==> config.mk <==
export PLATFORM = sky130hd
export DESIGN_NAME = mi3_queue
export DESIGN_NICKNAME = d
export VERILOG_FILES = /design/src/sv/mi3_pkg.sv /design/src/sv/mi3_queue.sv
export VERILOG_INCLUDE_DIRS = /design/src /design/src/sv
export SDC_FILE = /design/constraint.sdc
export NUM_CORES = 2
export LEC_CHECK = 0
export BUFFER_PORTS_ARGS = -buffer_cell sky130_fd_sc_hd__buf_2
export CORE_AREA = 4 4 533 535
export DETAILED_ROUTE_END_ITERATION = 8
export DIE_AREA = 0 0 537 539
export PLACE_DENSITY = 0.65
export SYNTH_ARGS = -nofsm -noshare
export SYNTH_HDL_FRONTEND = slang
export SYNTH_SLANG_ARGS = --single-unit
==> constraint.sdc <==
create_clock -name i_clk -period 25.9 [get_ports i_clk]
set_input_delay 1.295 -clock i_clk [delete_from_list [all_inputs] [get_ports i_clk]]
set_output_delay 1.295 -clock i_clk [all_outputs]
set_load 0.03 [all_outputs]
==> src/sv/assert_macros.svh <==
// Assertion macros shared by the matrix inverse RTL.
`ifndef ASSERT_MACROS_SVH
`define ASSERT_MACROS_SVH
// Implication checked on every clock edge outside reset.
`define ASSERT_IMPLY(label, clk, rst_n, ante, cons, msg) \
    label: assert property (@(posedge clk) disable iff (!rst_n) (ante) |-> (cons)) \
        else $error(msg);
// Implication whose consequent is checked in the cycle after the antecedent.
`define ASSERT_NEXT(label, clk, rst_n, ante, cons, msg) \
    label: assert property (@(posedge clk) disable iff (!rst_n) (ante) |=> (cons)) \
        else $error(msg);
`endif

==> src/sv/mi3_pkg.sv <==
// Shared types and constants of the 3x3 matrix inverse.
package mi3_pkg;
    localparam int FRAC_BITS = 20;
    localparam int EW        = 32;
    localparam int PW        = 64;
    localparam int AW        = 65;
    localparam int DW        = 97;
    localparam int NW        = AW + 2 * FRAC_BITS + 1;
    localparam int QW        = NW;
    localparam int QDEPTH    = 4;
    localparam int QPW       = 2;

    typedef logic signed [EW-1:0] t_elem;
    typedef logic signed [AW-1:0] t_adj;
    typedef logic signed [DW-1:0] t_det;

    // Item handed from the front end to the divider back end.
    typedef struct packed {
        t_adj [8:0] adj;
        t_det       det;
    } t_job;

    // Queue status toward the front end.
    typedef struct packed {
        logic           full;
        logic [QPW:0]   count;
        logic           empty;
    } t_qstat;
endpackage

==> src/sv/mi3_queue.sv <==
// Short queue of jobs between front end and back end.
module mi3_queue (
    input  logic            i_clk,
    input  logic            i_rst_n,
    input  logic            i_push,
    input  mi3_pkg::t_job   i_job,
    input  logic            i_pop,
    output mi3_pkg::t_job   o_job,
    output mi3_pkg::t_qstat o_stat
);
    import mi3_pkg::*;
    `include "assert_macros.svh"

    t_job              r_mem [QDEPTH];
    logic [QPW-1:0]    r_wp, r_rp;
    logic [QPW:0]      r_cnt;

    // Storage.
    always_ff @(posedge i_clk) begin
        if (i_push) r_mem[r_wp] <= i_job;
    end
    assign o_job = r_mem[r_rp];

    // Pointers and fill count.
    always_ff @(posedge i_clk) begin
        if (!i_rst_n) begin
            r_wp <= '0; r_rp <= '0; r_cnt <= '0;
        end else begin
            if (i_push) r_wp <= r_wp + 1'b1;
            if (i_pop)  r_rp <= r_rp + 1'b1;
            r_cnt <= r_cnt + (QPW+1)'(i_push) - (QPW+1)'(i_pop);
        end
    end

    assign o_stat.full  = (r_cnt == (QPW+1)'(QDEPTH));
    assign o_stat.count = r_cnt;
    assign o_stat.empty = (r_cnt == '0);

    `ASSERT_IMPLY(a_no_overrun, i_clk, i_rst_n, o_stat.full, !i_push || i_pop,
        "queue overrun")
    `ASSERT_IMPLY(a_no_underrun, i_clk, i_rst_n, o_stat.empty, !i_pop,
        "queue underrun")
endmodule

==> results_dict.tcl <==
set metrics [dict create \
    wirelength_mm 257.0 \
    die_h_um 539 \
    placed_cell_area_um2 109900 \
    clockRootBuffer "clkbuf_16" \
    period_share_pct 33.66 \
    synth_edf_count 2728 \
    outcome "completed" \
    via_per_inst 5.041 \
    setup_viol 0 \
    grt_max_degree 160 \
    start_util_pct 35.71 \
    yosysWarnings 0 \
    tns_ns 0 \
    critical_path_class "flop to primary output" \
    total_power_w 0.01031 \
    place_congestion 0.8335 \
    max_clock_freq_mhz 114.7 \
    final_nets 5871 \
    cts_tree "done" \
    wl_per_cell_um 27.94 \
    layout-drive-gt1-share_pct 46.48 \
    synth_top_area_share_pct 82.24 \
    ios 1373 \
    cts_resized 0 \
    holdPathStages 2 \
    placed_cells 8612 \
    path_buf_inv 7 \
    endpoint_kind "primary output" \
    worstReg2RegStart "r_wp[0]" \
    worst_pin_slew_ns 1.227 \
    initialDrtViolationCount 4192 \
    syn_inst 3605 \
    grt_pass1_wl_mm 360.7 \
    io_buffers 1372 \
    seq_area_frac_synth_pct 82.42 \
    cp_cell_sequence "buf_4, buf_4, buf_4, buf_4, buf_4, buf_4, mux4_2, buf_2" \
    min_from "r_rp[0]" \
    synth_seq_cells 2737 \
    synth_nets 4298 \
    clock_sinks 2737 \
    postCtsSetupBuffers 0 \
    numCtsBuffers 288 \
    final_cells 9199 \
    slew_headroom_pct 18.17 \
    hold_path_class "flop to flop" \
    htreeDepth 5 \
    core.rowCount 194 \
    startpoint_type "flop" \
    ys_types 20 \
    die-area_um2 289400 \
    clkTransAtPathRegs_ns 0.05 \
    grt_pass1_vias 47740 \
    final.setup_skew_ns 0.04220 \
    hold_viol_final 0 \
    layout_common_cells "2728 x edfxtp_1, 1372 x buf_2, 682 x mux4_2" \
    grtUsageTotal_pct 17.22 \
    coreArea_um2 278900 \
    cap_violations 0 \
    final_area_um2 119200 \
    async_flop_share_pct 0 \
    fillers 23690 \
    route.detailed.drc 0 \
    firstDrtPassIters 7 \
    grt_antenna_before_repair 199 \
    crit_top_cell "buf_4" \
    area_delta_synth_final_pct 19.63 \
    vias 46370 \
    ant_nets 0 \
    rsz0062_at_grt "false" \
    dp_hpwl_mm 175.7 \
    fin_crit_ns 8.717 \
    clockBufferDepth 4 \
    synth.avg_cell_area_um2 27.63 \
    syn-cell-area_um2 99610 \
    crit_path_top_delay_cell "dfxtp_4" \
    clkLatencyLatePin_ns 0.84 \
    critical_path_required_ns 24.60 \
    synthTopCellsByArea "edfxtp_1 82%, mux4_2 15%, buf_12 1.5%" \
    ff2ff_path_depth 7 \
    hold_slack_ns 0.5310 \
    ir_drop_mv 0.06478 \
    worstPathArrival_ns 7.42 \
    die_x_um 537 \
    p_leak_nw 39.19 \
    finalMaxSlewViolations 0 \
    crit_family "buffers and inverters" \
    crit_fanout 47 \
    hold_buffers 0 \
    reg2reg_setup_slack_ns 19.61 \
    ys.flop_type "edfxtp_1" \
    p_per_area_nw_per_um2 86.53 \
    final_common_cell "edfxtp_1" \
    r2r_end "r_mem[3][125]" \
    grt_overflow_total 0 \
    synth_top_area_cell "edfxtp_1" \
    cp_slowest_stage_delay_ns 0.94 \
]
==> registers in the layout, indices dropped and copies added, names as in the netlist, named ones only <==
signal and flops:
r_cnt 3, r_mem 2728, r_rp 2, r_wp 2
==> cells in the mapped netlist (2+ instances only) <==
master / n
and2_1: 6
buf_12: 75
buf_2: 69
clkbuf_1: 7
dfxtp_1: 9
edfxtp_1: 2728
ha_1: 6
inv_1: 7
mux4_2: 682
nor2_1: 5
xnor2_1: 2
==> worst register-to-register path, cell delays in order (launching register included) <==
cell     delay (ns)
dfxtp_1        0.41
ha_1           0.18
and2_4         0.75
buf_12         0.65
buf_4          1.04
buf_4          0.88
buf_4          0.92
buf_4          1.00
==> per-layer routing <==
layer | GRT usage (%) | share of wire, % | vias to the layer above
li1 | - | - | 19070
met1 | 21.00 | 37 | 24480
met2 | 27.60 | 48 | 2055
met3 | 7.945 | 12 | 634
met4 | 4.736 | 3.0 | 136
met5 | 0 | 0.36 | -
==> metrics by stage <==
stage	util (%)	setup slack, ns
6_report	42.73	17.18
5_1_grt	42.68	16.16
4_1_cts	42.66	16.62
3_5_place_dp	39.39	17.59
3_3_place_gp	39.39	17.62
2_1_floorplan	-	8.189
==> final cells by class <==
cell class | count | area, um^2 | share of cell area, %
repair buffers | 1435 | 7452 | 6.254
multi-input cells | 709 | 15610 | 13.10
clock buffers | 364 | 7619 | 6.393
flip-flops and latches | 2737 | 82110 | 68.90
diodes | 73 | 182.7 | 0.1533
inverters | 7 | 26.28 | 0.02205
well taps | 3724 | 4659 | 3.910
clock inverters | 150 | 1511 | 1.268
==> worst max-delay path by stage <==
stage                     cells after the start           to   start
after global placement                        8   o_job[333]    flop
after CTS                                     8   o_job[333]    flop
final                                         8   o_job[364]    flop
after floorplan                               1  r_mem[0][0]  i_push
after detailed placement                      8   o_job[333]    flop
after global routing                          8   o_job[337]    flop
==> where the power goes <==
group          internal (W)  leakage (nW)  switching (W)
registers           0.00510          25.1      0.0000484
clock network       0.00229          4.42        0.00168
logic              0.000390          9.63       0.000805
total               0.00778          39.2        0.00253
==> cell families after synthesis <==
logic type / synth area share, %
compound gates: 0.01507
simple gates: 0.07538
mux: 15.43
fa+ha+maj: 0.09547
flops: 82.42
buf+inv: 1.918
xor+xnor: 0.04145
Power figures use the tool's default switching activity.
